[src/cmt_pkg.sv]
// ----------------------------------------------------------------------------
// cmt_pkg
// Shared types and constants of the counting multiset table: field widths,
// operation codes and the command word from controller to datapath.
// ----------------------------------------------------------------------------
package cmt_pkg;

  localparam int MODE_W     = 2;
  localparam int VALUE_W    = 32;
  localparam int OCC_W      = 16;
  localparam int TOTAL_W    = 20;
  localparam int DISTINCT_W = 5;

  typedef logic        [MODE_W-1:0]     mode_t;
  typedef logic signed [VALUE_W-1:0]    value_t;
  typedef logic        [OCC_W-1:0]      occ_t;
  typedef logic        [TOTAL_W-1:0]    total_t;
  typedef logic        [DISTINCT_W-1:0] distinct_t;

  // operation codes; the remaining codes only report
  localparam mode_t MODE_ADD    = 2'd0;
  localparam mode_t MODE_REMOVE = 2'd1;

  typedef struct packed {
    logic clr_wr;  // clear the count of one entry (power-up sweep)
    logic load;    // capture a new item, restart the scan flags
    logic rd_en;   // read one entry of the table
    logic upd;     // apply the operation and load the result register
  } cmd_t;

endpackage

[src/cmt_ifs.sv]
// ----------------------------------------------------------------------------
// cmt_ifs
// Valid/ready channels of the counting multiset table: operation input and
// result output.
// ----------------------------------------------------------------------------
interface cmt_in_if;
  logic            valid;
  logic            ready;
  cmt_pkg::mode_t  mode;
  cmt_pkg::value_t value;

  modport source (output valid, output mode, output value, input ready);
  modport sink   (input valid, input mode, input value, output ready);
endinterface

interface cmt_out_if;
  logic               valid;
  logic               ready;
  logic               found;
  cmt_pkg::occ_t      occurrences;
  cmt_pkg::total_t    total_size;
  cmt_pkg::distinct_t distinct_values;
  logic               is_empty;
  logic               rejected;

  modport source (output valid, output found, output occurrences, output total_size,
                  output distinct_values, output is_empty, output rejected,
                  input ready);
  modport sink   (input valid, input found, input occurrences, input total_size,
                  input distinct_values, input is_empty, input rejected,
                  output ready);
endinterface

[src/counting_multiset_table_top.sv]
// ----------------------------------------------------------------------------
// counting_multiset_table_top
// Bag of 32-bit values with per-value counts, kept in a table of value and
// count pairs; add, remove and query with bag totals in every result.
// ----------------------------------------------------------------------------
// After reset the block sweeps the count memory to zero, one entry per cycle,
// and holds in_i.ready low meanwhile. Each item then passes through a scan,
// a drain and an update state from transfer to result: the table has a single
// read port and is scanned one entry per cycle, followed by a drain state for
// the last read and an update state that writes the entry and loads the result
// register. A new item is taken in that update state once the result register
// is not held by the output, so no item enters before the last one is through.
// A value takes the lowest-numbered free entry; counts saturate at
// 2^COUNT_BITS-1 and an add of a new value to a full table comes back with
// rejected set and leaves the table unchanged.
module counting_multiset_table_top #(
  parameter int TABLE_DEPTH = 16,
  parameter int COUNT_BITS  = 16
) (
  input  logic       clk_i,
  input  logic       rst_ni,
  cmt_in_if.sink     in_i,
  cmt_out_if.source  out_o
);
  import cmt_pkg::*;

  localparam int AddrW = (TABLE_DEPTH > 1) ? $clog2(TABLE_DEPTH) : 1;

  cmd_t             cmd;
  logic [AddrW-1:0] addr;
  logic             out_busy;

  cmt_ctrl #(
    .TABLE_DEPTH (TABLE_DEPTH),
    .ADDR_W      (AddrW)
  ) u_ctrl (
    .clk_i      (clk_i),
    .rst_ni     (rst_ni),
    .in_valid_i (in_i.valid),
    .in_ready_o (in_i.ready),
    .out_busy_i (out_busy),
    .cmd_o      (cmd),
    .addr_o     (addr)
  );

  cmt_datapath #(
    .TABLE_DEPTH (TABLE_DEPTH),
    .COUNT_BITS  (COUNT_BITS),
    .ADDR_W      (AddrW)
  ) u_datapath (
    .clk_i      (clk_i),
    .rst_ni     (rst_ni),
    .cmd_i      (cmd),
    .addr_i     (addr),
    .mode_i     (in_i.mode),
    .value_i    (in_i.value),
    .out_busy_o (out_busy),
    .out_o      (out_o)
  );

  // a transfer starts a scan, so the input closes for the next cycle
  a_busy_after_transfer : assert property (@(posedge clk_i) disable iff (!rst_ni)
    (in_i.valid && in_i.ready) |=> !in_i.ready)
    else $error("input ready right after a transfer");

  // a new result only ever comes from an update cycle
  a_result_from_update : assert property (@(posedge clk_i) disable iff (!rst_ni)
    $rose(out_o.valid) |-> $past(cmd.upd))
    else $error("result valid without update");

  a_reject_clean : assert property (@(posedge clk_i) disable iff (!rst_ni)
    (out_o.valid && out_o.rejected) |-> (!out_o.found && out_o.occurrences == '0))
    else $error("rejected add reports a count");

  a_empty_total : assert property (@(posedge clk_i) disable iff (!rst_ni)
    (out_o.valid && out_o.is_empty) |-> (out_o.total_size == '0))
    else $error("empty bag with nonzero total");

endmodule

[src/cmt_ctrl.sv]
// ----------------------------------------------------------------------------
// cmt_ctrl
// Sequencer of the table: power-up clear sweep, one read per entry during
// the scan, a drain state for the last read, then the update state.
// ----------------------------------------------------------------------------
module cmt_ctrl #(
  parameter int TABLE_DEPTH = 16,
  parameter int ADDR_W      = 4
) (
  input  logic              clk_i,
  input  logic              rst_ni,
  input  logic              in_valid_i,
  output logic              in_ready_o,
  input  logic              out_busy_i,
  output cmt_pkg::cmd_t     cmd_o,
  output logic [ADDR_W-1:0] addr_o
);
  import cmt_pkg::*;

  typedef enum logic [2:0] {
    ST_CLEAR,
    ST_IDLE,
    ST_SCAN,
    ST_DRAIN,
    ST_UPDATE
  } state_e;

  localparam logic [ADDR_W-1:0] LastAddr = ADDR_W'(TABLE_DEPTH - 1);

  state_e            state_q;
  logic [ADDR_W-1:0] cnt_q;
  logic              accept;

  always_comb begin
    cmd_o      = '0;
    in_ready_o = 1'b0;
    case (state_q)
      ST_CLEAR:  cmd_o.clr_wr = 1'b1;
      ST_IDLE:   in_ready_o = 1'b1;
      ST_SCAN:   cmd_o.rd_en = 1'b1;
      ST_DRAIN:  ;
      ST_UPDATE: begin
        // next item may enter as soon as this result is placed
        cmd_o.upd  = ~out_busy_i;
        in_ready_o = ~out_busy_i;
      end
      default: ;
    endcase
    accept     = in_valid_i & in_ready_o;
    cmd_o.load = accept;
  end

  assign addr_o = cnt_q;

  always_ff @(posedge clk_i or negedge rst_ni) begin
    if (!rst_ni) begin
      state_q <= ST_CLEAR;
      cnt_q   <= '0;
    end else begin
      case (state_q)
        ST_CLEAR: begin
          if (cnt_q == LastAddr) begin
            state_q <= ST_IDLE;
            cnt_q   <= '0;
          end else begin
            cnt_q <= cnt_q + ADDR_W'(1);
          end
        end
        ST_IDLE: begin
          if (accept) begin
            state_q <= ST_SCAN;
            cnt_q   <= '0;
          end
        end
        ST_SCAN: begin
          if (cnt_q == LastAddr) begin
            state_q <= ST_DRAIN;
          end else begin
            cnt_q <= cnt_q + ADDR_W'(1);
          end
        end
        ST_DRAIN: state_q <= ST_UPDATE;
        ST_UPDATE: begin
          if (!out_busy_i) begin
            cnt_q <= '0;
            if (accept) begin
              state_q <= ST_SCAN;
            end else begin
              state_q <= ST_IDLE;
            end
          end
        end
        default: state_q <= ST_IDLE;
      endcase
    end
  end

endmodule

[src/cmt_datapath.sv]
// ----------------------------------------------------------------------------
// cmt_datapath
// Entry table (value and count memories), scan match logic, bag totals and
// the result register.
// ----------------------------------------------------------------------------
module cmt_datapath #(
  parameter int TABLE_DEPTH = 16,
  parameter int COUNT_BITS  = 16,
  parameter int ADDR_W      = 4
) (
  input  logic              clk_i,
  input  logic              rst_ni,
  input  cmt_pkg::cmd_t     cmd_i,
  input  logic [ADDR_W-1:0] addr_i,
  input  cmt_pkg::mode_t    mode_i,
  input  cmt_pkg::value_t   value_i,
  output logic              out_busy_o,
  cmt_out_if.source         out_o
);
  import cmt_pkg::*;

  localparam int OccupW  = $clog2(TABLE_DEPTH + 1);
  localparam int SumW    = COUNT_BITS + OccupW;
  localparam int OccXW   = (COUNT_BITS > OCC_W) ? COUNT_BITS : OCC_W;
  localparam int TotXW   = (SumW > TOTAL_W) ? SumW : TOTAL_W;
  localparam int DistXW  = (OccupW > DISTINCT_W) ? OccupW : DISTINCT_W;
  localparam logic [COUNT_BITS-1:0] CountMax = '1;

  // table storage; value entries are only trusted while their count is nonzero
  logic [VALUE_W-1:0]    val_mem [TABLE_DEPTH];
  logic [COUNT_BITS-1:0] cnt_mem [TABLE_DEPTH];

  mode_t                 item_mode_q;
  value_t                item_value_q;
  logic [VALUE_W-1:0]    rd_val_q;
  logic [COUNT_BITS-1:0] rd_cnt_q;
  logic [ADDR_W-1:0]     rd_addr_q;
  logic                  rd_vld_q;
  logic                  hit_q, free_q;
  logic [ADDR_W-1:0]     hit_idx_q, free_idx_q;
  logic [COUNT_BITS-1:0] hit_cnt_q;
  logic [SumW-1:0]       sum_q, sum_d;
  logic [OccupW-1:0]     occup_q, occup_d;
  logic                  rd_hit, rd_free;

  logic                  cnt_we, val_we;
  logic [ADDR_W-1:0]     cnt_wa;
  logic [COUNT_BITS-1:0] cnt_wd, occ;
  logic                  rej;

  assign rd_hit  = rd_vld_q & (rd_cnt_q != '0) & (rd_val_q == item_value_q);
  assign rd_free = rd_vld_q & (rd_cnt_q == '0);

  always_comb begin
    cnt_we  = 1'b0;
    cnt_wa  = hit_idx_q;
    cnt_wd  = hit_cnt_q;
    val_we  = 1'b0;
    sum_d   = sum_q;
    occup_d = occup_q;
    occ     = '0;
    rej     = 1'b0;
    if (cmd_i.clr_wr) begin
      cnt_we = 1'b1;
      cnt_wa = addr_i;
      cnt_wd = '0;
    end else if (cmd_i.upd) begin
      case (item_mode_q)
        MODE_ADD: begin
          if (hit_q) begin
            occ = hit_cnt_q;
            // count saturates, totals stay put
            if (hit_cnt_q != CountMax) begin
              cnt_we = 1'b1;
              cnt_wd = hit_cnt_q + COUNT_BITS'(1);
              occ    = hit_cnt_q + COUNT_BITS'(1);
              sum_d  = sum_q + SumW'(1);
            end
          end else if (free_q) begin
            cnt_we  = 1'b1;
            cnt_wa  = free_idx_q;
            cnt_wd  = COUNT_BITS'(1);
            val_we  = 1'b1;
            sum_d   = sum_q + SumW'(1);
            occup_d = occup_q + OccupW'(1);
            occ     = COUNT_BITS'(1);
          end else begin
            rej = 1'b1;
          end
        end
        MODE_REMOVE: begin
          if (hit_q) begin
            cnt_we = 1'b1;
            cnt_wd = hit_cnt_q - COUNT_BITS'(1);
            occ    = hit_cnt_q - COUNT_BITS'(1);
            sum_d  = sum_q - SumW'(1);
            if (hit_cnt_q == COUNT_BITS'(1)) begin
              occup_d = occup_q - OccupW'(1);
            end
          end
        end
        default: begin
          if (hit_q) begin
            occ = hit_cnt_q;
          end
        end
      endcase
    end
  end

  // memories: one write and one registered read per cycle
  always_ff @(posedge clk_i) begin
    if (cnt_we) begin
      cnt_mem[cnt_wa] <= cnt_wd;
    end
    if (val_we) begin
      val_mem[free_idx_q] <= item_value_q;
    end
    if (cmd_i.rd_en) begin
      rd_val_q  <= val_mem[addr_i];
      rd_cnt_q  <= cnt_mem[addr_i];
      rd_addr_q <= addr_i;
    end
  end

  // item capture and scan results
  always_ff @(posedge clk_i) begin
    if (cmd_i.load) begin
      item_mode_q  <= mode_i;
      item_value_q <= value_i;
    end
    if (rd_hit && !hit_q) begin
      hit_idx_q <= rd_addr_q;
      hit_cnt_q <= rd_cnt_q;
    end
    if (rd_free && !free_q) begin
      free_idx_q <= rd_addr_q;
    end
  end

  always_ff @(posedge clk_i or negedge rst_ni) begin
    if (!rst_ni) begin
      rd_vld_q <= 1'b0;
      hit_q    <= 1'b0;
      free_q   <= 1'b0;
      sum_q    <= '0;
      occup_q  <= '0;
    end else begin
      rd_vld_q <= cmd_i.rd_en;
      sum_q    <= sum_d;
      occup_q  <= occup_d;
      if (cmd_i.load) begin
        hit_q  <= 1'b0;
        free_q <= 1'b0;
      end else begin
        if (rd_hit) begin
          hit_q <= 1'b1;
        end
        if (rd_free) begin
          free_q <= 1'b1;
        end
      end
    end
  end

  // result register
  logic [OccXW-1:0]  occ_x;
  logic [TotXW-1:0]  tot_x;
  logic [DistXW-1:0] dist_x;

  assign occ_x  = OccXW'(occ);
  assign tot_x  = TotXW'(sum_d);
  assign dist_x = DistXW'(occup_d);

  always_ff @(posedge clk_i or negedge rst_ni) begin
    if (!rst_ni) begin
      out_o.valid <= 1'b0;
    end else if (cmd_i.upd) begin
      out_o.valid <= 1'b1;
    end else if (out_o.ready) begin
      out_o.valid <= 1'b0;
    end
  end

  always_ff @(posedge clk_i) begin
    if (cmd_i.upd) begin
      out_o.found           <= hit_q;
      out_o.occurrences     <= occ_x[OCC_W-1:0];
      out_o.total_size      <= tot_x[TOTAL_W-1:0];
      out_o.distinct_values <= dist_x[DISTINCT_W-1:0];
      out_o.is_empty        <= (occup_d == '0);
      out_o.rejected        <= rej;
    end
  end

  assign out_busy_o = out_o.valid & ~out_o.ready;

endmodule
[src/flat_wrapper.sv]
// flat-port wrapper written by rule: the top's interface ports become plain ports
module counting_multiset_table_top_flat import cmt_pkg::*;
#(
  parameter int TABLE_DEPTH = 16,
  parameter int COUNT_BITS  = 16
)
  (clk_i, rst_ni, in_i_valid, in_i_mode, in_i_value, in_i_ready, out_o_valid, out_o_found, out_o_occurrences, out_o_total_size, out_o_distinct_values, out_o_is_empty, out_o_rejected, out_o_ready);
  cmt_in_if in_i_i ();
  cmt_out_if out_o_i ();
  input  logic clk_i;
  input  logic rst_ni;
  input wire logic [$bits(in_i_i.valid)-1:0] in_i_valid;
  input wire logic [$bits(in_i_i.mode)-1:0] in_i_mode;
  input wire logic [$bits(in_i_i.value)-1:0] in_i_value;
  output wire logic [$bits(in_i_i.ready)-1:0] in_i_ready;
  output wire logic [$bits(out_o_i.valid)-1:0] out_o_valid;
  output wire logic [$bits(out_o_i.found)-1:0] out_o_found;
  output wire logic [$bits(out_o_i.occurrences)-1:0] out_o_occurrences;
  output wire logic [$bits(out_o_i.total_size)-1:0] out_o_total_size;
  output wire logic [$bits(out_o_i.distinct_values)-1:0] out_o_distinct_values;
  output wire logic [$bits(out_o_i.is_empty)-1:0] out_o_is_empty;
  output wire logic [$bits(out_o_i.rejected)-1:0] out_o_rejected;
  input wire logic [$bits(out_o_i.ready)-1:0] out_o_ready;
  assign in_i_i.valid = in_i_valid;
  assign in_i_i.mode = in_i_mode;
  assign in_i_i.value = in_i_value;
  assign in_i_ready = in_i_i.ready;
  assign out_o_valid = out_o_i.valid;
  assign out_o_found = out_o_i.found;
  assign out_o_occurrences = out_o_i.occurrences;
  assign out_o_total_size = out_o_i.total_size;
  assign out_o_distinct_values = out_o_i.distinct_values;
  assign out_o_is_empty = out_o_i.is_empty;
  assign out_o_rejected = out_o_i.rejected;
  assign out_o_i.ready = out_o_ready;
  counting_multiset_table_top #(.TABLE_DEPTH(TABLE_DEPTH), .COUNT_BITS(COUNT_BITS)) u_core (.clk_i(clk_i), .rst_ni(rst_ni), .in_i(in_i_i), .out_o(out_o_i));
endmodule
[config.mk]
export PLATFORM = sky130hd
export DESIGN_NAME = counting_multiset_table_top_flat
export DESIGN_NICKNAME = d
export VERILOG_FILES = /design/src/cmt_pkg.sv /design/src/cmt_ifs.sv /design/src/counting_multiset_table_top.sv /design/src/cmt_ctrl.sv /design/src/cmt_datapath.sv /design/src/flat_wrapper.sv
export SDC_FILE = /design/constraint.sdc
export NUM_CORES = 1
export LEC_CHECK = 0
export CAP_MARGIN = 20
export CORE_ASPECT_RATIO = 1.4
export CORE_MARGIN = 8
export CORE_UTILIZATION = 61
export DETAILED_ROUTE_END_ITERATION = 8
export DONT_BUFFER_PORTS = 1
export GPL_TIMING_DRIVEN = 0
export HOLD_SLACK_MARGIN = 0.05
export PLACE_DENSITY = 0.77
export SKIP_LAST_GASP = 1
export SLEW_MARGIN = 10
export SYNTH_ARGS = -nofsm -noshare
export SYNTH_HDL_FRONTEND = slang
export SYNTH_SLANG_ARGS = --single-unit
export TNS_END_PERCENT = 30
[constraint.sdc]
create_clock -name clk_i -period 5.5 [get_ports clk_i]
set_clock_uncertainty 0.1 [all_clocks]
set_input_delay 0.825 -clock clk_i [delete_from_list [all_inputs] [get_ports clk_i]]
set_output_delay 0.825 -clock clk_i [all_outputs]
set_load 0.05 [all_outputs]
## Word level (Yosys, flattened, before mapping)

Memories as Yosys holds them, arrays and structs flattened. A register that Yosys moved wholly into a read port is not among the register bits.
Cells that the tools add are included.

| cells by class | value |
|---|---|
| add/sub/neg operators | 7 |
| equal/unequal tests | 17 |
| mux-type cells | 68 |
| bitwise gates (word level) | 9 |
| reductions and logical operators | 18 |

Operators with widths:

| kind | count |
|---|---|
| 16-bit two-way mux | 9 |
| 21-bit two-way mux | 4 |
| 16-bit case mux with 2 select lines | 2 |
| 21-bit case mux with 2 select lines | 1 |
| 20-bit two-way mux | 2 |
| 4-bit two-way mux | 9 |
| 32-bit equality test | 1 |
| 5-bit two-way mux | 6 |
| 1-bit two-way mux | 25 |
| 21-bit by 1-bit adder with 21-bit output (second input constant) | 1 |
| 21-bit by 1-bit subtractor with 21-bit output (second input constant) | 1 |
| 16-bit by 1-bit adder with 16-bit output (second input constant) | 1 |
| 16-bit by 1-bit equality test with 1-bit output (second input constant) | 1 |
| 16-bit logical NOT | 1 |
| 16-bit inequality test (second input constant) | 1 |
| 4-bit case mux with 4 select lines | 1 |
| 16-bit nonzero test | 1 |
| 16-bit by 1-bit subtractor with 16-bit output (second input constant) | 1 |
| 3-bit case mux with 5 select lines | 1 |
| 3-bit two-way mux | 4 |
| 2-bit inequality test (second input constant) | 6 |
| 5-bit case mux with 2 select lines | 1 |
| 4-bit AND reduction | 2 |
| 2-bit nonzero test | 4 |
| 21 further kinds | 33 |

| storage, ports and cells | value |
|---|---|
| flip-flop bits (word level) | 143 |
| memory bits (writable) | 768 |
| output and inout port bits | 46 |
| memories kept | 2 |

Memories:

| name | words | width | read ports | clocked after memory_dff | wr ports | RTL line | RTL |
|---|---|---|---|---|---|---|---|
| u_core.u_datapath.val_mem | 16 | 32 | 1 | 1 | 1 | cmt_datapath.sv:30 | `logic [VALUE_W-1:0] val_mem [TABLE_DEPTH];` |
| u_core.u_datapath.cnt_mem | 16 | 16 | 1 | 1 | 1 | cmt_datapath.sv:31 | `logic [COUNT_BITS-1:0] cnt_mem [TABLE_DEPTH];` |

## Longest topological paths before layout

Gate-level depths: netlist of run 1.

| logic depth | value |
|---|---|
| depth in word-level cells | 8 |
| gate-level depth with buffers | 10 |
| gate-level depth less buffers | 8 |

## By module

Synthesis of run 1 repeated with hierarchy kept, for this count alone.

| unflattened totals | value |
|---|---|
| cells, all modules | 1958 |
| area total of the unflattened synthesis | 38702.1 um2 |

Modules (own cells, without submodules):

| module | instances | cells an instance | area each (um2) | sequential area each (um2) |
|---|---|---|---|---|
| cmt_datapath | 1 | 1909 | 38217.9 | 28412.2 |
| cmt_ctrl | 1 | 49 | 484.2 | 175.2 |

## Worst setup path before layout of run 1

No wires, ideal clock.

| timing path | value |
|---|---|
| path type | reg2reg |
| from | register u_core.u_ctrl.state_q[1] |
| to | register u_core.u_datapath.rd_addr_q[0], enable pin |
| arrival time | 4.329 ns |
| required time | 4.872 ns |
| path slack | 0.543 ns |
| cell stages (with the launch flop) | 4 |
| period minus slack after synthesis | 4.957 ns |
| cell sequence | dfrtp_1 > clkbuf_1 > inv_1 > nor3_1 |

RTL lines:

| what | RTL line | RTL |
|---|---|---|
| start, declared | cmt_ctrl.sv:30 | `state_e state_q;` |
| start signal, assigned | cmt_ctrl.sv:57 | `state_q <= ST_CLEAR;` |
| start signal, assigned | cmt_ctrl.sv:63 | `state_q <= ST_IDLE;` |
| start signal, assigned | cmt_ctrl.sv:71 | `state_q <= ST_SCAN;` |
| end signal, assigned | cmt_datapath.sv:122 | `rd_addr_q <= addr_i;` |
| end, declared | cmt_datapath.sv:37 | `logic [ADDR_W-1:0] rd_addr_q;` |

## Final worst setup path of run 1

| timing path | value |
|---|---|
| from | register u_core.u_datapath.hit_cnt_q[0] |
| to | memory u_core.u_datapath.cnt_mem[7][7], enable pin |

| between the ends | value |
|---|---|
| word-level cells in the longest chain between the ends | 8 |

RTL lines:

| what | RTL line | RTL |
|---|---|---|
| start, declared | cmt_datapath.sv:41 | `logic [COUNT_BITS-1:0] hit_cnt_q;` |
| start signal, assigned | cmt_datapath.sv:134 | `hit_cnt_q <= rd_cnt_q;` |
| 16-bit inequality test | cmt_datapath.sv:73 | `if (hit_cnt_q != CountMax) begin` |
| 1-bit two-way mux | cmt_datapath.sv:73 |  |
| 1-bit two-way mux | cmt_datapath.sv:70 | `if (hit_q) begin` |
| 1-bit case mux with 2 select lines | cmt_datapath.sv:68 | `case (item_mode_q)` |
| 1-bit two-way mux | cmt_datapath.sv:67 | `end else if (cmd_i.upd) begin` |
| 1-bit two-way mux | cmt_datapath.sv:63 | `if (cmd_i.clr_wr) begin` |
| 1-bit two-way mux | cmt_datapath.sv:113 | `if (cnt_we) begin` |
| 1-bit two-way mux (implied by the code) | cmt_datapath.sv:114 | `cnt_mem[cnt_wa] <= cnt_wd;` |
| end, declared | cmt_datapath.sv:31 |  |

Every way passes these cells.

==> results list, run 1 <==
* Clk root buf: sky130_fd_sc_hd__clkbuf_16
- Cell chain of the critical path: ha_1, clkbuf_1, and4_1, and4_1, clkbuf_1, a31o_2, o21ai_0, nand2_1, nor2_2, buf_6
- Unrepaired setup endpoints after global routing: false
* Multi-input logic area: 9310 um^2
- Post-detailed-routing wire length: 105.1 mm
- A synthesized cell averages 19.80 um^2.
- Power share of the combinational group: 0.279
* Kind of launch point of the worst setup path: register
- The worst setup path is captured at a register.
* Synth top area share: 0.7249
* Internal Pwr Total: 15340 uW
- CP Launch Point: u_core.u_datapath.hit_cnt_q[0]
- The number of different library cells used by synthesis comes to 77.
* Top library cells by usage in the layout, fill and taps aside: sky130_fd_sc_hd__edfxtp_1 (922), sky130_fd_sc_hd__mux4_2 (240), sky130_fd_sc_hd__clkbuf_16 (85)
- Hold crit path type: primary input to register
- Of the total power, the share spent switching nets is 0.3070.
- Across every metal layer, demand over resource in global routing totals 0.2998.
- Hold Worst Slack: 0.1668 ns
- The flow ran to the end, and the final reports show no timing, DRC or antenna violations.
* Number of buffer cells added on primary ports: 0
- Timing would allow up to 234.9 MHz.
- The worst pin sits at a relative slew slack of 0.2679.
- For this configuration, the core starts out at a cell density of 0.6158.
- The floorplan has 108 rows.
- Clk pwr share: 0.281
* Clock slew seen by the registers of the worst setup and hold paths: 0.07 ns
- # fillers: 3536
* Number of buffers created by CTS: 84
- Count of flip-flops with a built-in enable after synthesis: 922
- Die area: 70990 um^2
- Number of nets in the layout: 2166
- Excluding fillers, the count of instances in the completed layout stands at 3014.
- Launch instance of the worst register-to-register path: u_core.u_datapath.hit_cnt_q[0]
- No sink is reached through more buffers than the 3 on the longest clock path.
- Sequential cell area in the final layout: 28590 um^2
* Min Clock Period, post-route: 4.258 ns
- Max-cap violations: 0
- After routing the design area is 43850 um^2.
- Synthesis-to-finish area growth: 14.80%
* Floorplan die height: 312.1 um
- Startpoint of the lowest-slack hold path: in_i_mode[0]
* Startpoint-to-endpoint class of the critical path: register to register
* Highest-delay cell along the critical path: sky130_fd_sc_hd__nor2_2
- Summed over all nets, the switching power comes to 6794 uW.
- After detailed placement, the total cell area comes to 40710 um^2.
- For this run, design rule violations remaining after detail routing come to 0.
* Total clock sinks: 958
* Number of global-route vias before repair: 21580
- The count of nets left with antenna violations once routing finished came out at 0.
- Via Count: 21180
- For the worst setup path, the data arrival time is 4.52 ns.
* Cell total after placement: 2839
- DIE WIDTH: 227.5 um
- IR analysis of the VDD net gives a maximum drop of 0.0005584 V.
* Most common cell after layout, fill and taps aside: sky130_fd_sc_hd__edfxtp_1
- Core Area: 62020 um^2
- Number of hold violations in the final report: 0
* Post-Syn Area: 38200 um^2
- Of the available clock period, the critical path in the final layout requires 0.7742.
- For this run, the slowest stage of the critical path takes 0.64 ns.
- Yosys top cell by area: sky130_fd_sc_hd__edfxtp_1
- CTS HTree Levels: 3
* Max-slew violation total from the final report: 0
- Among all flip-flop cells after synthesis, the most frequent one is sky130_fd_sc_hd__edfxtp_1.
- Counting every instance in the synthesized netlist gives 1929.
- The number of nets in the synthesized netlist is 1977.
- The later pin in the worst-skew pair is clocked with a latency of 0.65 ns.
- Top area cells in the synthesized netlist: sky130_fd_sc_hd__edfxtp_1 (72%), sky130_fd_sc_hd__mux4_2 (14%), sky130_fd_sc_hd__dfrtp_1 (2.4%)
- The first global-routing pass estimated 151.2 mm of wire.
- Total negative slack for setup checks: 0 ns
- Final RePlAce weighted congestion: 0.9353
- The Yosys step of the flow raised 0 warnings.
* Violation count after the first detailed-routing iteration: 2793
- Sequential area share after synthesis: 0.7485
* Largest driver fanout on the critical path: 9
- Of the cells placed in the final design, the portion with a size suffix greater than 1 is 0.2522.
- Avg Vias per Cell: 7.026
- At the worst endpoint, the required time is 5.76 ns.
* Slew at the pin closest to its max-slew limit: 1.098 ns
- Total iterations of the first detailed-routing run: 5
* CTS tree: built
- For this design the static power due to leakage is 0.01380 uW.
- After detailed routing, the average wire length per cell comes to 34.88 um.
* Largest net degree at the start of global routing: 45
- Synthesized flop and latch total: 958
- Final setup vio count: 0
- Proportion of register bits with asynchronous set or reset after synthesis: 0.03758
* Sequential share of power: 0.439
- GRT overflow: 0
* Post-detail-place hpwl: 65.62 mm
* Number of antenna violations at the first check in global routing: 0
- Number of antenna repair diodes: 0
- IO Count: 84
* Power Dens Cells: 504.7 nW/um^2
==> worst max-delay path: cells and delay by family (launching register included) <==
kind / cells / cell delay, ns
compound gates: 2 / 0.86
fa+ha+maj: 1 / 0.26
buf+inv: 3 / 0.74
simple gates: 4 / 1.51
flops: 1 / 0.51
==> per-layer routing <==
layer | GRT usage | vias up | wire [um]
li1 | - | 8362 | -
met1 | 0.3528 | 10930 | 34840
met2 | 0.5204 | 1522 | 55620
met3 | 0.04594 | 363 | 8425
met4 | 0.1703 | 0 | 6241
met5 | 0.002102 | - | 0
==> synth_stat cells, types with 5 or more instances <==
cell type,n
sky130_fd_sc_hd__xnor2_1,40
sky130_fd_sc_hd__a31oi_1,23
sky130_fd_sc_hd__and2_1,7
sky130_fd_sc_hd__a22oi_1,5
sky130_fd_sc_hd__nand3_1,32
sky130_fd_sc_hd__nor2_1,87
sky130_fd_sc_hd__nand2b_1,5
sky130_fd_sc_hd__and4_1,7
sky130_fd_sc_hd__ha_1,10
sky130_fd_sc_hd__buf_1,24
sky130_fd_sc_hd__a211oi_1,5
sky130_fd_sc_hd__or3_1,6
sky130_fd_sc_hd__nand2_1,74
sky130_fd_sc_hd__a21oi_1,52
sky130_fd_sc_hd__nor3_1,37
sky130_fd_sc_hd__o21ai_0,50
sky130_fd_sc_hd__inv_1,13
sky130_fd_sc_hd__or4_1,8
sky130_fd_sc_hd__nor2b_1,8
sky130_fd_sc_hd__mux4_2,240
sky130_fd_sc_hd__nand4_1,25
sky130_fd_sc_hd__edfxtp_1,922
sky130_fd_sc_hd__mux2i_1,5
sky130_fd_sc_hd__nor4_1,22
sky130_fd_sc_hd__dfrtp_1,36
sky130_fd_sc_hd__o21a_1,5
sky130_fd_sc_hd__xor2_1,21
sky130_fd_sc_hd__clkbuf_1,74
==> power groups by stage <==
stage / sequential [uW] / clock (uW) / combinational (uW)
floorplan: 9670 / 0 / 3700
global placement: 9840 / 0 / 5320
detailed placement: 9830 / 0 / 5830
CTS: 9710 / 6270 / 6010
global route: 9760 / 6510 / 6420
finish: 9720 / 6230 / 6180
==> path summary, 6_finish.rpt <==
path	slack (ns)	to	cells after the start
setup / recovery	1.24	u_core.u_datapath.cnt_mem[7][7]	10
hold / removal	0.17	u_core.u_datapath.item_mode_q[0]	0
min in group asynchronous	0.55	u_core.u_datapath.sum_q[2]	2
hold reg to reg	0.36	u_core.u_datapath.hit_cnt_q[11]	0
max in group asynchronous	4.54	u_core.u_datapath.hit_q	2
setup reg to reg	1.24	u_core.u_datapath.cnt_mem[7][7]	10
==> logic make-up after synthesis <==
logic type | count (synthesis) | share of synthesized area
simple gates | 347 | 0.04668
fa+ha+maj | 10 | 0.003276
buf+inv | 121 | 0.01359
flops | 958 | 0.7485
compound gates | 185 | 0.03047
mux | 246 | 0.1431
xor+xnor | 62 | 0.01441
==> flip-flops by register name, indices dropped and copies added (netlist names), 16 cells and up <==
name	flops
u_core.u_datapath.cnt_mem	256
u_core.u_datapath.sum_q	20
u_core.u_datapath.val_mem	512
u_core.u_datapath.out_o.occurrences	16
u_core.u_datapath.hit_cnt_q	16
u_core.u_datapath.rd_val_q	32
u_core.u_datapath.out_o.total_size	20
u_core.u_datapath.item_value_q	32
u_core.u_datapath.rd_cnt_q	16
==> per-stage QoR <==
stage	power (uW)	util	setup slack, ns
after floorplan	13370	-	0.5429
after global placement	15160	0.6325	-3.480
after detailed placement	15660	0.6564	1.512
after CTS	21990	0.7038	1.360
after global routing	22700	0.7070	1.149
final	22130	0.7070	1.242
==> cell type report <==
class | instances | share of cell area
sequential | 958 | 0.6520
multi-input combinational | 850 | 0.2123
clock buffer | 95 | 0.04937
timing repair buffer | 103 | 0.03396
tap | 825 | 0.02354
clock inverter | 62 | 0.01701
buffer | 107 | 0.01064
inverter | 14 | 0.001198
==> repair_timing <==
item | CTS | global route
resized for setup | 0 | 0
hold endpoints to repair | 36 | 0
setup buffers | 0 | 0
hold buffers | 2 | 0
(Power assumes the default switching activity.)
==> run 2: changes to the inputs <==
Settings changed: CORE_UTILIZATION 61 to 57, PLACE_DENSITY 0.77 to 0.75.
Clock period 5.5 ns to 3.42 ns, I/O delays scaled along.
==> results list, run 2 (same netlist as run 1, synthesis figures left out) <==
- Result of the run: finished with violations
* Launch instance of the worst register-to-register path: u_core.u_ctrl.state_q[0]
* Number of buffers created by CTS: 86
- Via Count: 21580
- Worst path arrival time: 3.81 ns
* Post-DP Area: 40780 um^2
* Initial standard-cell utilization of the core: 0.5738
- In the final layout, the registers with the most flip-flops are u_core.u_datapath.val_mem x512, u_core.u_datapath.cnt_mem x256.
- CTS tree: built
- After detailed routing, the number of remaining DRC violations is 0.
- The tree is rooted in a sky130_fd_sc_hd__clkbuf_16.
- Power spread over the standard cell area amounts to 806.6 nW/um^2.
- The die covers 75670 um^2.
* Max-cap violations: 0
- The number of global-route vias before repair is 21990.
- Total clock sinks: 958
- Synthesis-to-finish area growth: 18.03%
- Of the total power, combinational logic draws 0.285.
* Maximum vdd drop: 0.0007621 V
- The library cell used most frequently in the layout, excluding fill and tap cells, is sky130_fd_sc_hd__edfxtp_1.
- The worst register-to-register path has a setup slack of -0.13 ns.
* Post-detail-place hpwl: 65.83 mm
- Type of element capturing the critical path: register
- Total power: 36360 uW
- Largest net degree at the start of global routing: 38
- Max-Slew Margin vs Limit: 0.1903
- Avg Vias per Cell: 6.920
* Highest-delay cell along the critical path: sky130_fd_sc_hd__nor3b_2
- Setup repair after global routing could not meet its margin everywhere.
* Total negative slack for setup checks: -9.638 ns
- Floorplan die height: 322.3 um
* Register ranked first by flip-flop count: u_core.u_datapath.val_mem
- Setup slack at placement: -0.8062 ns
* Top library cells by usage in the layout, fill and taps aside: sky130_fd_sc_hd__edfxtp_1 (922), sky130_fd_sc_hd__mux4_2 (240), sky130_fd_sc_hd__clkbuf_16 (87)
* CP Launch Point: u_core.u_ctrl.state_q[0]
- For this run, the total global-route usage over all layers was measured as 0.2893.
- Number of antenna violations at the first check in global routing: 1
* Ratio of cells with drive above 1 in the final layout: 0.2886
- The share of total power dissipated in sequential elements is 0.430.
- The H-tree was split into 3 levels.
- The number of antenna diodes in the final layout is 0.
* Clk pwr share: 0.285
- Crit path max-delay family: simple AND/OR/NAND/NOR gates
* DIE WIDTH: 234.8 um
* Internal Pwr Total: 25080 uW
- Total buffers and inverters traversed by the critical path: 2
* Hold crit path type: primary input to register
- Top achievable clock speed: 281.9 MHz
* Final setup vio count: 153
- The hold violation count in the final report came to 0.
* Source-to-sink clock delay at the later pin of the worst-skew pair: 0.68 ns
* IO Count: 84
- In this run the remaining antenna-violating nets after routing total 0.
* Cell chain of the critical path: nor3b_2, nand3_1, nor2_4, nand3b_1, nor2_4, buf_16, buf_16
* Share of the clock period used by the worst path: 1.037
* Largest driver fanout on the critical path: 14
- Startpoint-to-endpoint class of the critical path: register to register
- Post-detailed-routing wire length: 109.9 mm
- Slew at the pin closest to its max-slew limit: 1.215 ns
- After global routing the overflow that remains totals 0.
* Setup ws final: -0.1269 ns
* Core Area: 66560 um^2
- Final RePlAce weighted congestion: 0.9221
- The max-slew violation count is 0.
* Violation count after the first detailed-routing iteration: 2678
- Psw: 11280 uW
* Number of buffers on the longest clock path: 3
* Violations in the final reports: setup timing
- After routing the design area is 45080 um^2.
* Routed length per instance: 35.24 um
- Number of nets in the layout: 2240
- At the worst endpoint, the required time is 3.68 ns.
- Of the total power, the share spent switching nets is 0.3102.
* Leakage dissipation: 0.01438 uW
* Wire length of the first global-routing pass: 156.9 mm
* Count of standard-cell rows: 112
* Clock slew seen by the registers of the worst setup and hold paths: 0.07 ns
- The register with the most flip-flops in the layout has 512 of them.
- Core utilization of the finished layout: 0.6773
* Startpoint of the lowest-slack hold path: out_o_ready
* Number of buffer cells added on primary ports: 0
* Total iterations of the first detailed-routing run: 8
* Slowest Stage Delay on Critical Path: 0.55 ns
* Kind of launch point of the worst setup path: register
- The smallest clock period supported by the final layout is computed as 3.547 ns.
[run 2: final cells by class]
type                            instances  area, um^2
Sequential cell                       958       28590
Multi-Input combinational cell        850        9588
Timing Repair Buffer                  177        2213
Clock buffer                           95        2237
Tap cell                              855        1070
Buffer                                105       551.8
Clock inverter                         64       783.3
Inverter                               14       52.55
Fill cell                            3966       21480
[run 2: worst reg2reg max path, delay by kind of cell (launching register included)]
| kind | cells | cell delay, ns |
|---|---|---|
| and+or+nand+nor | 5 | 2.24 |
| buffers and inverters | 2 | 0.42 |
| DFF | 1 | 0.43 |
[run 2: power groups by stage]
stage                     combinational, uW  sequential, uW  clock (uW)
after floorplan                        5960           15500           0
after global placement                 8590           15800           0
after detailed placement               9380           15800           0
after CTS                              9950           15600       10400
after global routing                  10800           15700       10900
final                                 10400           15600       10400
[run 2: stage by stage]
stage	hold slack, ns	instances
floorplan	0.1174	1929
global placement	0.1187	2784
detailed placement	0.1185	2861
CTS	0.05445	3084
global route	0.08450	3118
finish	0.07187	3118
[run 2: metal layers]
| layer | global-route usage | up-vias | share of wire |
|---|---|---|---|
| met2 | 0.5083 | 1510 | 0.52 |
| met5 | 0 | - | 0.00012 |
| met4 | 0.1822 | 2 | 0.073 |
| met3 | 0.05645 | 419 | 0.078 |
| met1 | 0.3245 | 11110 | 0.33 |
| li1 | - | 8535 | - |
[run 2: final timing paths]
kind,cells past startpoint,to
max in group asynchronous,2,u_core.u_datapath.rd_vld_q
min,3,u_core.u_datapath.out_o.valid
max,7,u_core.u_datapath.val_mem[9][21]
min in group asynchronous,2,u_core.u_datapath.sum_q[11]
min reg2reg,0,u_core.u_datapath.free_idx_q[1]
max reg2reg,7,u_core.u_datapath.val_mem[9][21]
[run 2: timing repair]
action                     4_1_cts  5_1_grt
buffers inserted                28       30
hold buffers                    37        0
resized for setup               64       27
hold endpoints to repair        72        0
pin swaps                       16        5
setup endpoints to repair      912      630
==> run 3: changes to the inputs <==
Settings changed: CORE_UTILIZATION 57 to 61, PLACE_DENSITY 0.75 to 0.77.
Clock period 3.42 ns to 4.6 ns, I/O delays scaled along.
==> results list, run 3 (same netlist as run 1, synthesis figures left out) <==
- Result of the run: finished clean
- Power Dens Cells: 593.9 nW/um^2
* Number of buffers on the longest clock path: 3
- After clock tree synthesis, the clock-pin slew on the worst setup and hold paths is 0.07 ns.
- Worst Reg-to-Reg Cells: 8
* Total clock sinks: 958
- Floorplan die height: 312.1 um
- The worst-case IR drop observed on VDD is 0.0005829 V.
* Data required time at the worst endpoint: 4.83 ns
- Once placement finished, the instance area stood at 40540 um^2.
* Ratio of cells with drive above 1 in the final layout: 0.2421
* Initial standard-cell utilization of the core: 0.6158
- CTS HTree Levels: 3
- Registers with the most flip-flops: u_core.u_datapath.val_mem x512, u_core.u_datapath.cnt_mem x256
* Total power: 26040 uW
* Number of buffer cells added on primary ports: 0
- Finished layout cell area: 43850 um^2
- Violation count after the first detailed-routing iteration: 2842
* GRT Total Usage: 0.2945
* Hold path cells: 2
* Via Count: 21230
- Of the available clock period, the critical path in the final layout requires 0.9439.
* Post-detail-place hpwl: 63.05 mm
* GRT overflow: 0
- Die area: 70990 um^2
- Dividing the detail-routed wire length by the instance count gives 34.25 um.
- After routing, the total negative slack on setup checks comes to 0 ns.
- Max-cap violations: 0
- Total iterations of the first detailed-routing run: 7
- The worst setup path is launched from a register.
* Avg Vias per Cell: 7.002
- Post-detailed-routing wire length: 103.9 mm
- Max-Slew Margin vs Limit: 0.2300
* Register ranked first by flip-flop count: u_core.u_datapath.val_mem
* Number of buffers created by CTS: 84
- For this design the top-level I/O count stands at 84.
- The later pin in the worst-skew pair is clocked with a latency of 0.65 ns.
* Max-slew violation total from the final report: 0
- Cells resized by post-CTS repair: 0
* Number of flip-flops in the largest register: 512
* Startpoint-to-endpoint class of the critical path: register to register
* Synthesis-to-finish area growth: 14.81%
- Count of standard-cell rows: 108
- Top library cells by usage in the layout, fill and taps aside: sky130_fd_sc_hd__edfxtp_1 (922), sky130_fd_sc_hd__mux4_2 (240), sky130_fd_sc_hd__clkbuf_1 (86), sky130_fd_sc_hd__clkbuf_16 (86), sky130_fd_sc_hd__nand2_1 (74)
- Data on the critical path arrives at its endpoint at 4.57 ns.
- Final RePlAce weighted congestion: 0.9394
* Post-DRT Antenna Nets: 0
- Number of antenna violations at the first check in global routing: 1
* Most common cell after layout, fill and taps aside: sky130_fd_sc_hd__edfxtp_1
- Setup Buffers After CTS: 0
- In this run the horizontal extent of the chip is 227.5 um.
- The worst setup path is captured at a register.
- CTS tree: built
* Number of global-route vias before repair: 21580
- In this run the worst path has a maximum fanout of 8.
- The cell sitting at the root of the clock tree is a sky130_fd_sc_hd__clkbuf_16.
- Min Clock Period, post-route: 4.342 ns
- Final setup vio count: 0
* Residual DRC count: 0
* Number of nets in the layout: 2189
- Leakage dissipation: 0.01378 uW
- The first global-routing pass estimated 149.1 mm of wire.
- Number of hold violations in the final report: 0
- At the pin with the least slew margin, the transition time is 1.155 ns.
- The min-delay analysis places its worst path in the category primary input to register.
- For this run, the top clock speed supported by timing is 230.3 MHz.
- Largest net degree at the start of global routing: 45
- Setup repair after global routing left no endpoint under its margin.
* Core Area: 62020 um^2
run 3: worst paths after layout:
| path | from | endpoint | slack (ns) |
|---|---|---|---|
| min in group asynchronous | rst_ni | u_core.u_datapath.rd_vld_q | 0.45 |
| hold / removal | in_i_valid | u_core.u_ctrl.state_q[1] | 0.13 |
| setup / recovery | u_core.u_datapath.item_mode_q[1] | u_core.u_datapath.val_mem[3][30] | 0.26 |
| max in group asynchronous | rst_ni | u_core.u_datapath.hit_q | 3.74 |
| hold reg to reg | u_core.u_ctrl.addr_o[3] | u_core.u_datapath.rd_addr_q[3] | 0.32 |
| setup reg to reg | u_core.u_datapath.item_mode_q[1] | u_core.u_datapath.val_mem[3][30] | 0.26 |
run 3: power breakdown:
group,internal (uW),switching (uW)
Sequential,11000,623
Clock,3930,3140
Combinational,3150,4220
run 3: cell type report:
type,instances,area [um^2]
flip-flops and latches,958,28590
plain buffers,107,467.9
clock buffers,100,2225
multi-input cells,850,9314
inverters,14,52.55
diodes,1,2.502
clock inverters,51,500.5
well taps,825,1032
fillers,3551,18170
repair buffers,126,1672
run 3: stage by stage:
step                      hold WS (ns)  std cells  utilization  setup WS (ns)
after floorplan                 0.2944       1929            -         0.1925
after global placement          0.2956       2754       0.6325         -3.325
after detailed placement        0.2956       2827       0.6536         0.4593
after CTS                      0.09194       3014       0.7035         0.3922
after global routing            0.1470       3032       0.7070         0.1368
final                           0.1294       3032       0.7070         0.2581
run 3: timing repair:
action,in CTS,in global routing
setup endpoints to repair,0,0
hold buffers,36,0
hold endpoints to repair,70,0
run 3: metal layers:
metal  GRT usage  vias to the layer above  share of wire
li1            -                     8421              -
met1      0.3522                    10820           0.34
met2      0.5083                     1620           0.52
met3     0.04415                      374          0.079
met4      0.1630                        0          0.064
met5           0                        -              0
run 3: worst max-delay path, cell delays in order, from the launching register on:
cell and delay, ns:
sky130_fd_sc_hd__edfxtp_1 0.47, sky130_fd_sc_hd__nor2_1 0.69, sky130_fd_sc_hd__nand3_1 0.28, sky130_fd_sc_hd__nor2_1 0.75, sky130_fd_sc_hd__nand3_1 0.50, sky130_fd_sc_hd__nor3_2 0.50, sky130_fd_sc_hd__buf_4 0.31, sky130_fd_sc_hd__buf_6 0.19
sky130_fd_sc_hd__buf_4 0.21
